## src/design/pfe_pkg.sv

```systemverilog
// Shared constants for the postfix expression evaluator.
// Holds stack and value sizes and the ASCII codes of digits and operators.
// No dependencies.
`timescale 1ns / 1ps
`default_nettype none

package pfe_pkg;

	localparam int STACK_DEPTH = 32;
	localparam int VALUE_BITS  = 32;
	localparam int ADDR_BITS   = $clog2(STACK_DEPTH);
	localparam int CNT_BITS    = $clog2(STACK_DEPTH + 1);
	localparam int STEP_BITS   = $clog2(VALUE_BITS);
	localparam int SYM_BITS    = 8;
	localparam int OUT_BITS    = ((VALUE_BITS + 3 + 7) / 8) * 8;

	localparam logic [SYM_BITS-1:0] CH_ZERO  = 8'h30;
	localparam logic [SYM_BITS-1:0] CH_NINE  = 8'h39;
	localparam logic [SYM_BITS-1:0] CH_PLUS  = 8'h2B;
	localparam logic [SYM_BITS-1:0] CH_MINUS = 8'h2D;
	localparam logic [SYM_BITS-1:0] CH_MUL   = 8'h2A;
	localparam logic [SYM_BITS-1:0] CH_DIV   = 8'h2F;
	localparam logic [SYM_BITS-1:0] CH_MOD   = 8'h25;

	typedef logic [VALUE_BITS-1:0] value_t;

	// -1 in two's complement: the value of an empty stack
	localparam value_t EMPTY_VALUE = '1;

endpackage

`default_nettype wire

```

## src/design/postfix_expression_evaluator_top.sv

```systemverilog
// Postfix expression evaluator: operand stack in a synchronous RAM plus sequencer.
// Instantiates pfe_divider; depends on pfe_pkg.
`timescale 1ns / 1ps
`default_nettype none

// Usage:
//  Input channel (s_*): one ASCII character per item in s_tdata, s_tlast marks
//  the final character of an expression. Digits push, + - * / % pop two and
//  push (second OP top); other characters are skipped.
//  Output channel (m_*): one item per expression, after the character marked
//  last: the stack top (-1 if empty) and the underflow, overflow and
//  divide-by-zero flags. Stack and flags then clear for the next expression.
//  Steps per input item, set by the sequencer and the single RAM read port:
//   digit or skipped character   taken directly in the idle state
//   + - *                        two reads, execute, write back
//   / %                          two reads, execute, the 32-step iterative divider,
//                                write back (no divider when the divisor is zero)
//   last marker                  then read the top and load output
//  The output register holds its item until m_tready; the block keeps taking
//  input items meanwhile and only waits if a second result is ready first.
//  Reset clears the count, flags, sequencer and output valid; the RAM content
//  is not cleared, entries above the count are never used.
module postfix_expression_evaluator_top (
	input  wire                            clk,
	input  wire                            arst_n,
	input  wire                            s_tvalid,
	output logic                           s_tready,
	input  wire  [pfe_pkg::SYM_BITS-1:0]   s_tdata,  // [7:0] symbol
	input  wire                            s_tlast,  // last_symbol
	output logic                           m_tvalid,
	input  wire                            m_tready,
	output logic [pfe_pkg::OUT_BITS-1:0]   m_tdata   // value, underflow, overflow,
	                                                 // divide_by_zero, zero fill
);
	import pfe_pkg::*;

	localparam logic [2:0] S_IDLE = 3'd0;
	localparam logic [2:0] S_POP1 = 3'd1;
	localparam logic [2:0] S_POP2 = 3'd2;
	localparam logic [2:0] S_EXEC = 3'd3;
	localparam logic [2:0] S_DIV  = 3'd4;
	localparam logic [2:0] S_PUSH = 3'd5;
	localparam logic [2:0] S_FIN  = 3'd6;
	localparam logic [2:0] S_LOAD = 3'd7;

	// operand stack
	value_t stack_mem [STACK_DEPTH];
	value_t rd_data_q;

	logic [2:0]          state_q;
	logic [CNT_BITS-1:0] cnt_q;
	logic                und_q;
	logic                ovf_q;
	logic                dbz_q;
	logic [SYM_BITS-1:0] op_q;
	logic                last_q;
	value_t              opa_q;   // second from top
	value_t              opb_q;   // top
	value_t              res_q;

	logic                   m_tvalid_q;
	logic [OUT_BITS-1:0]    m_tdata_q;

	logic                   accept;
	logic                   is_digit;
	logic                   is_op;
	logic                   is_divop;
	logic                   cnt_empty;
	logic                   wr_en;
	logic [ADDR_BITS-1:0]   wr_addr;
	value_t                 wr_data;
	logic [ADDR_BITS-1:0]   rd_addr;
	value_t                 digit_value;
	value_t                 stack_top;
	value_t                 product;
	logic                   div_start;
	logic                   div_done;
	value_t                 div_quo;
	value_t                 div_rem;
	logic                   out_free;

	assign s_tready  = (state_q == S_IDLE);
	assign accept    = s_tvalid && s_tready;
	assign is_digit  = (s_tdata >= CH_ZERO) && (s_tdata <= CH_NINE);
	assign is_op     = (s_tdata == CH_PLUS) || (s_tdata == CH_MINUS) || (s_tdata == CH_MUL)
	                || (s_tdata == CH_DIV) || (s_tdata == CH_MOD);
	assign is_divop  = (op_q == CH_DIV) || (op_q == CH_MOD);
	assign cnt_empty = (cnt_q == '0);
	assign digit_value = VALUE_BITS'(s_tdata[3:0] - CH_ZERO[3:0]);
	assign stack_top = cnt_empty ? EMPTY_VALUE : rd_data_q;
	assign product   = opa_q * opb_q;
	assign div_start = (state_q == S_EXEC) && is_divop && (opb_q != '0);
	assign out_free  = !m_tvalid_q || m_tready;

	// second read goes one below the top; every other read targets the top
	always_comb begin
		case (state_q)
			S_POP1:  rd_addr = ADDR_BITS'(cnt_q - CNT_BITS'(2));
			default: rd_addr = ADDR_BITS'(cnt_q - CNT_BITS'(1));
		endcase
	end

	// write a digit at accept, or the operator result in the push state
	always_comb begin
		wr_en   = 1'b0;
		wr_addr = cnt_q[ADDR_BITS-1:0];
		wr_data = res_q;
		if (state_q == S_PUSH) begin
			wr_en = 1'b1;
		end else if (accept && is_digit && (cnt_q != CNT_BITS'(STACK_DEPTH))) begin
			wr_en   = 1'b1;
			wr_data = digit_value;
		end
	end

	always_ff @(posedge clk) begin
		if (wr_en) begin
			stack_mem[wr_addr] <= wr_data;
		end
		rd_data_q <= stack_mem[rd_addr];
	end

	pfe_divider u_divider (
		.clk       (clk),
		.arst_n    (arst_n),
		.start     (div_start),
		.dividend  (opa_q),
		.divisor   (opb_q),
		.done      (div_done),
		.quotient  (div_quo),
		.remainder (div_rem)
	);

	// sequencer, count and sticky flags
	always_ff @(posedge clk or negedge arst_n) begin
		if (!arst_n) begin
			state_q    <= S_IDLE;
			cnt_q      <= '0;
			und_q      <= 1'b0;
			ovf_q      <= 1'b0;
			dbz_q      <= 1'b0;
			m_tvalid_q <= 1'b0;
		end else begin
			// load a new item, or drop valid once the current one is taken
			if ((state_q == S_LOAD) && out_free) begin
				m_tvalid_q <= 1'b1;
			end else if (m_tready) begin
				m_tvalid_q <= 1'b0;
			end
			case (state_q)
				S_IDLE: begin
					if (accept) begin
						if (is_digit) begin
							if (cnt_q == CNT_BITS'(STACK_DEPTH)) begin
								ovf_q <= 1'b1;
							end else begin
								cnt_q <= cnt_q + 1'b1;
							end
							state_q <= s_tlast ? S_FIN : S_IDLE;
						end else if (is_op) begin
							state_q <= S_POP1;
						end else begin
							state_q <= s_tlast ? S_FIN : S_IDLE;
						end
					end
				end
				S_POP1, S_POP2: begin
					// pop: an empty stack reads -1 and leaves the count at zero
					if (cnt_empty) begin
						und_q <= 1'b1;
					end else begin
						cnt_q <= cnt_q - 1'b1;
					end
					state_q <= (state_q == S_POP1) ? S_POP2 : S_EXEC;
				end
				S_EXEC: begin
					if (is_divop && (opb_q == '0)) begin
						dbz_q   <= 1'b1;
						state_q <= S_PUSH;
					end else if (is_divop) begin
						state_q <= S_DIV;
					end else begin
						state_q <= S_PUSH;
					end
				end
				S_DIV: begin
					if (div_done) begin
						state_q <= S_PUSH;
					end
				end
				S_PUSH: begin
					// result always fits: it follows two pops
					cnt_q   <= cnt_q + 1'b1;
					state_q <= last_q ? S_FIN : S_IDLE;
				end
				S_FIN: begin
					state_q <= S_LOAD;
				end
				S_LOAD: begin
					// hold until the output register is free, then clear for the next run
					if (out_free) begin
						cnt_q      <= '0;
						und_q      <= 1'b0;
						ovf_q      <= 1'b0;
						dbz_q      <= 1'b0;
						state_q    <= S_IDLE;
					end
				end
				default: begin
					state_q <= S_IDLE;
				end
			endcase
		end
	end

	// datapath registers
	always_ff @(posedge clk) begin
		if (accept) begin
			op_q   <= s_tdata;
			last_q <= s_tlast;
		end
		if (state_q == S_POP1) begin
			opb_q <= stack_top;
		end
		if (state_q == S_POP2) begin
			opa_q <= stack_top;
		end
		if (state_q == S_EXEC) begin
			case (op_q)
				CH_PLUS:  res_q <= opa_q + opb_q;
				CH_MINUS: res_q <= opa_q - opb_q;
				CH_MUL:   res_q <= product;
				default:  res_q <= '0;
			endcase
		end
		if ((state_q == S_DIV) && div_done) begin
			res_q <= (op_q == CH_MOD) ? div_rem : div_quo;
		end
		if ((state_q == S_LOAD) && out_free) begin
			m_tdata_q <= OUT_BITS'({dbz_q, ovf_q, und_q | cnt_empty, stack_top});
		end
	end

	assign m_tvalid = m_tvalid_q;
	assign m_tdata  = m_tdata_q;

`ifndef SYNTH
	a_cnt_bound: assert property (@(posedge clk) disable iff (!arst_n)
		cnt_q <= CNT_BITS'(STACK_DEPTH))
		else $error("stack count beyond depth");

	a_clear_on_out: assert property (@(posedge clk) disable iff (!arst_n)
		$rose(m_tvalid) |-> (cnt_q == '0) && !und_q && !ovf_q && !dbz_q)
		else $error("stack state not cleared after result");

	a_div_nonzero: assert property (@(posedge clk) disable iff (!arst_n)
		div_start |-> (opb_q != '0) && is_divop)
		else $error("divider started with zero divisor or wrong operator");

	a_div_done_wait: assert property (@(posedge clk) disable iff (!arst_n)
		div_done |-> (state_q == S_DIV))
		else $error("divider finished outside the wait state");
`endif

endmodule

`default_nettype wire

```

## src/design/pfe_divider.sv

```systemverilog
// Iterative signed divider, one quotient bit per cycle.
// Truncating quotient, remainder with the sign of the dividend.
// Depends on pfe_pkg.
`timescale 1ns / 1ps
`default_nettype none

module pfe_divider (
	input  wire              clk,
	input  wire              arst_n,
	input  wire              start,
	input  pfe_pkg::value_t  dividend,
	input  pfe_pkg::value_t  divisor,
	output logic             done,
	output pfe_pkg::value_t  quotient,
	output pfe_pkg::value_t  remainder
);
	import pfe_pkg::*;

	logic                 busy_q;
	logic                 done_q;
	logic [STEP_BITS-1:0] step_q;
	value_t               rem_q;
	value_t               quo_q;
	value_t               den_q;
	logic                 qneg_q;
	logic                 rneg_q;

	logic [VALUE_BITS:0]  shifted;
	logic                 fits;
	value_t               rem_next;
	value_t               dividend_mag;
	value_t               divisor_mag;

	assign dividend_mag = dividend[VALUE_BITS-1] ? (~dividend + 1'b1) : dividend;
	assign divisor_mag  = divisor[VALUE_BITS-1] ? (~divisor + 1'b1) : divisor;

	// shift in the next dividend bit, subtract when the divisor fits
	assign shifted  = {rem_q, quo_q[VALUE_BITS-1]};
	assign fits     = shifted >= {1'b0, den_q};
	assign rem_next = fits ? VALUE_BITS'(shifted - {1'b0, den_q}) : shifted[VALUE_BITS-1:0];

	always_ff @(posedge clk or negedge arst_n) begin
		if (!arst_n) begin
			busy_q <= 1'b0;
			done_q <= 1'b0;
			step_q <= '0;
		end else begin
			done_q <= 1'b0;
			if (start) begin
				busy_q <= 1'b1;
				step_q <= '0;
			end else if (busy_q) begin
				step_q <= step_q + 1'b1;
				if (step_q == STEP_BITS'(VALUE_BITS - 1)) begin
					busy_q <= 1'b0;
					done_q <= 1'b1;
				end
			end
		end
	end

	always_ff @(posedge clk) begin
		if (start) begin
			rem_q  <= '0;
			quo_q  <= dividend_mag;
			den_q  <= divisor_mag;
			qneg_q <= dividend[VALUE_BITS-1] ^ divisor[VALUE_BITS-1];
			rneg_q <= dividend[VALUE_BITS-1];
		end else if (busy_q) begin
			rem_q <= rem_next;
			quo_q <= {quo_q[VALUE_BITS-2:0], fits};
		end
	end

	assign done      = done_q;
	assign quotient  = qneg_q ? (~quo_q + 1'b1) : quo_q;
	assign remainder = rneg_q ? (~rem_q + 1'b1) : rem_q;

endmodule

`default_nettype wire
```

## config.mk

```make
export PLATFORM = sky130hd
export DESIGN_NAME = postfix_expression_evaluator_top
export DESIGN_NICKNAME = d
export VERILOG_FILES = /design/src/design/pfe_pkg.sv /design/src/design/postfix_expression_evaluator_top.sv /design/src/design/pfe_divider.sv
export SDC_FILE = /design/constraint.sdc
export NUM_CORES = 2
export LEC_CHECK = 0
export ABC_AREA = 1
export ABC_CLOCK_PERIOD_IN_PS = 6800
export BUFFER_PORTS_ARGS = -buffer_cell sky130_fd_sc_hd__buf_2
export CAP_MARGIN = 20
export CORE_ASPECT_RATIO = 1.1
export CORE_UTILIZATION = 60
export CTS_BUF_LIST = sky130_fd_sc_hd__clkbuf_2 sky130_fd_sc_hd__clkbuf_4 sky130_fd_sc_hd__clkbuf_8
export DETAILED_ROUTE_END_ITERATION = 8
export PLACE_DENSITY = 0.88
export SYNTH_ARGS = -nofsm -noshare
export SYNTH_HDL_FRONTEND = slang
export SYNTH_SLANG_ARGS = --single-unit
```

## constraint.sdc

```tcl
create_clock -name clk -period 6.8 [get_ports clk]
set_input_delay 0.34 -clock clk [delete_from_list [all_inputs] [get_ports clk]]
set_output_delay 0.34 -clock clk [all_outputs]
set_load 0.02 [all_outputs]
```

==> summary.md <==
| Metric | Value |
|---|---|
| Worst setup path class | `flip-flop to flip-flop` |
| Largest reg by FF count | `stack_mem` |
| Clock Sinks | `1,314` |
| First-pass GRT wire length | `352,000 um` |
| Family with the most delay on the worst path | `adder cells` |
| Yosys top cell by area | `edfxtp_1` |
| Vias | `59,500` |
| Final hold vios | `0` |
| Final #Nets | `8,120` |
| Slowest CP cell | `fa_1` |
| Synthesized area | `0.0745 mm2` |
| Met1 usage | `46.3%` |
| Critical path's largest stage delay | `0.54 ns` |
| Vias in the first global route | `58,500` |
| Max Slew Vio Count | `0` |
| Crit path launch type | `flip-flop` |
| Most frequent cells in the layout | `1,230 x edfxtp_1, 1,038 x nand2_1, 1,031 x inv_1` |
| Tcrit/Tclk final | `103%` |
| Max reg flops | `1,024` |
| Worst-Skew Late Latency | `0.96 ns` |
| RSZ-0062 raised after global routing | `yes` |
| # port buffers | `49` |
| Layout area overhead | `12.3%` |
| Final setup violation count | `11` |
| LEAKAGE | `37.0 nW` |
| Critical-path maximum fanout | `13` |
| Power Density | `188 mW/mm2` |
| CP Data Required Time | `7.45 ns` |
| Seq/Total Area, Yosys | `52.0%` |
| HP Class | `primary input to flip-flop` |
| EDFF count, synth | `1,230` |
| Setup crit end kind | `flip-flop` |
| Synth warnings | `0` |
| Post-DP HPWL | `154,000 um` |
| Buffers & Inverters on Critical Path | `8` |
| Root buf cell | `clkbuf_8` |
| IO Count | `55` |
| Status | `complete, but fails checks` |
| Largest net degree at the start of global routing | `206` |
| # DRC | `0` |
| DP Worst Slack | `-0.332 ns` |
| Cell Rows | `135` |
| Reg2reg start | `opb_q[7]` |
| GR met3 Demand/Resource | `10.1%` |
| FILL cells | `8,359` |
| Met2 GRT Util | `58.6%` |
| Die Height | `372 um` |
| Core region area | `0.123 mm2` |
| Via-per-instance ratio | `6.38` |
| Synth area leaders | `edfxtp_1 50%, fa_1 11%, nand2_1 5.3%` |
| Violated checks | `setup timing` |
| Initial antenna violation count | `16` |
| Initial DRT Pass Iterations | `9` |
| Synth async-reset ratio | `1.52%` |
| Clock Path Buffers | `3` |
| WL/cell | `25.7 um` |
| Gr busiest metal | `met2` |
| Shortest period the worst path allows | `7.00 ns` |
| Worst setup margin | `-0.205 ns` |
| Netlist cell types | `67` |
| CP startpoint | `opb_q[7]` |
| CTS tree | `done` |
| Commonest non-fill, non-tap cell in the layout | `edfxtp_1` |
| Share of the synthesized area in the top cell type | `49.6%` |
| GPL Wtd Cong | `1.01` |
| Arrival @ worst endpoint | `7.65 ns` |
| Min-delay src | `s_tlast` |
| Clock transition at the registers of the reported paths | `0.07 ns` |
| Top_reg_cell synth | `edfxtp_1` |
| Slew margin rel. | `21.8%` |
| Cell mode on critical path | `fa_1` |
| H-tree lvl count | `4` |
| Share of cells above drive strength 1 | `13.1%` |
| Drt first-iter violations | `10,100` |
| Seq cells post-synth | `1,314` |
| Die ar. | `0.126 mm2` |
| Gate count after technology mapping | `7,284` |
| Global route overflow | `0` |
| CTS buffer count | `197` |
| Slew @ Worst Pin | `1.17 ns` |
| Fin Clk Skew | `0.0547 ns` |
| Setup TNS Final | `-0.571 ns` |
| Peak Freq | `143 MHz` |
| Maximum vdd drop | `0.000250 V` |
| Max Cap Viol | `0` |
| Initial Utilization | `60.5%` |
| Post-DRT Antenna Nets | `0` |
| Mean Syn Cell Area | `10.2 um2` |
| Final WL | `239,000 um` |
| Die width | `338 um` |
| GRT Overall Usage | `38.1%` |
[synth_stat cells (4+ instances only)]
| cell type | instances |
|---|---|
| inv_2 | 9 |
| o21a_1 | 12 |
| buf_2 | 75 |
| o22ai_1 | 97 |
| a21oi_1 | 215 |
| nor4_1 | 14 |
| dfrtp_1 | 20 |
| buf_1 | 55 |
| edfxtp_1 | 1230 |
| a31oi_1 | 58 |
| o21ai_1 | 81 |
| inv_1 | 1052 |
| nand2_1 | 1059 |
| nor2_1 | 798 |
| xor2_1 | 89 |
| a311oi_1 | 22 |
| dfxtp_1 | 64 |
| clkbuf_1 | 270 |
| nor3_1 | 47 |
| a221oi_1 | 5 |
| a21o_1 | 10 |
| o31ai_1 | 9 |
| o21bai_1 | 7 |
| buf_4 | 19 |
| o211a_1 | 15 |
| nand3_1 | 160 |
| and3_1 | 6 |
| nand4_1 | 23 |
| fa_1 | 410 |
| ha_1 | 201 |
| nand3b_1 | 9 |
| clkinv_1 | 4 |
| nand2_2 | 6 |
| or2_2 | 35 |
| o211ai_1 | 48 |
| nor3_2 | 12 |
| o2111ai_1 | 7 |
| o21ai_0 | 742 |
| a32oi_1 | 7 |
| xnor2_1 | 55 |
| o221ai_1 | 181 |
| nor2_2 | 6 |
[what timing repair did]
| action | CTS | global route |
|---|---|---|
| buffers inserted | 24 | 12 |
| resized for setup | 106 | 113 |
| hold endpoints to repair | 46 | 0 |
| hold buffers | 14 | 0 |
| endpoints found under the setup margin | 15 | 20 |
| pin swaps | 67 | 98 |
[power by group]
part | total [mW] | switching (mW) | internal (mW)
Clock | 6.79 | 3.29 | 3.50
Combinational | 0.229 | 0.170 | 0.0582
Sequential | 8.73 | 0.00535 | 8.72
[worst paths after layout]
path | to | slack (ns) | depth (start not counted)
max in group asynchronous | cnt_q[1] | 6.16 | 4
hold reg to reg | m_tdata[33] | 0.46 | 0
setup / recovery | res_q[15] | -0.20 | 25
min in group asynchronous | u_divider.step_q[1] | 0.47 | 4
setup reg to reg | res_q[15] | -0.20 | 25
hold / removal | last_q | 0.14 | 2
[cell type report]
class                      instances  area, um2  area share [%]
sequential                      1314      38700            46.3
tap                             1644       2060            2.46
timing repair buffer             429       3660            4.38
antenna                           15       37.5          0.0449
inverter                        1066       4020            4.81
multi-input combinational       4488      31100            37.1
clock inverter                    99        791           0.945
clock buffer                     267       3330            3.98
[metal layers]
metal,routed length (um),part of all wire (%)
met1,78900,33
met2,108000,45
met3,31300,13
met4,20700,8.6
met5,76,0.032
[cell families after synthesis]
family / Yosys count / share of synthesized area [%]
multiplexers: 2 / 0.0302
other: 1 / 0.00503
buffers and inverters: 1486 / 7.72
AO/OA/AOI/OAI: 1537 / 12.2
flip-flops: 1314 / 52.0
AND/OR/NAND/NOR: 2189 / 12.0
XOR/XNOR: 144 / 1.69
adder cells (fa/ha/maj): 611 / 14.4
[through the flow]
| stage | hold slack [ns] | std cells | area (um2) | total power, mW | util [%] |
|---|---|---|---|---|---|
| 6_report | 0.145 | 9322 | 83700 | 15.7 | 68.0 |
| 5_1_grt | 0.137 | 9312 | 83700 | 16.0 | 67.9 |
| 4_1_cts | 0.0800 | 9293 | 83100 | 15.7 | 67.5 |
| 3_5_place_dp | 0.390 | 8891 | 78200 | 9.10 | 63.5 |
| 3_3_place_gp | 0.379 | 8891 | 78200 | 9.09 | 63.5 |
| 2_1_floorplan | 0.0444 | 7288 | 74500 | 9.02 | - |
Note: power is estimated with default switching activity, not from simulation.
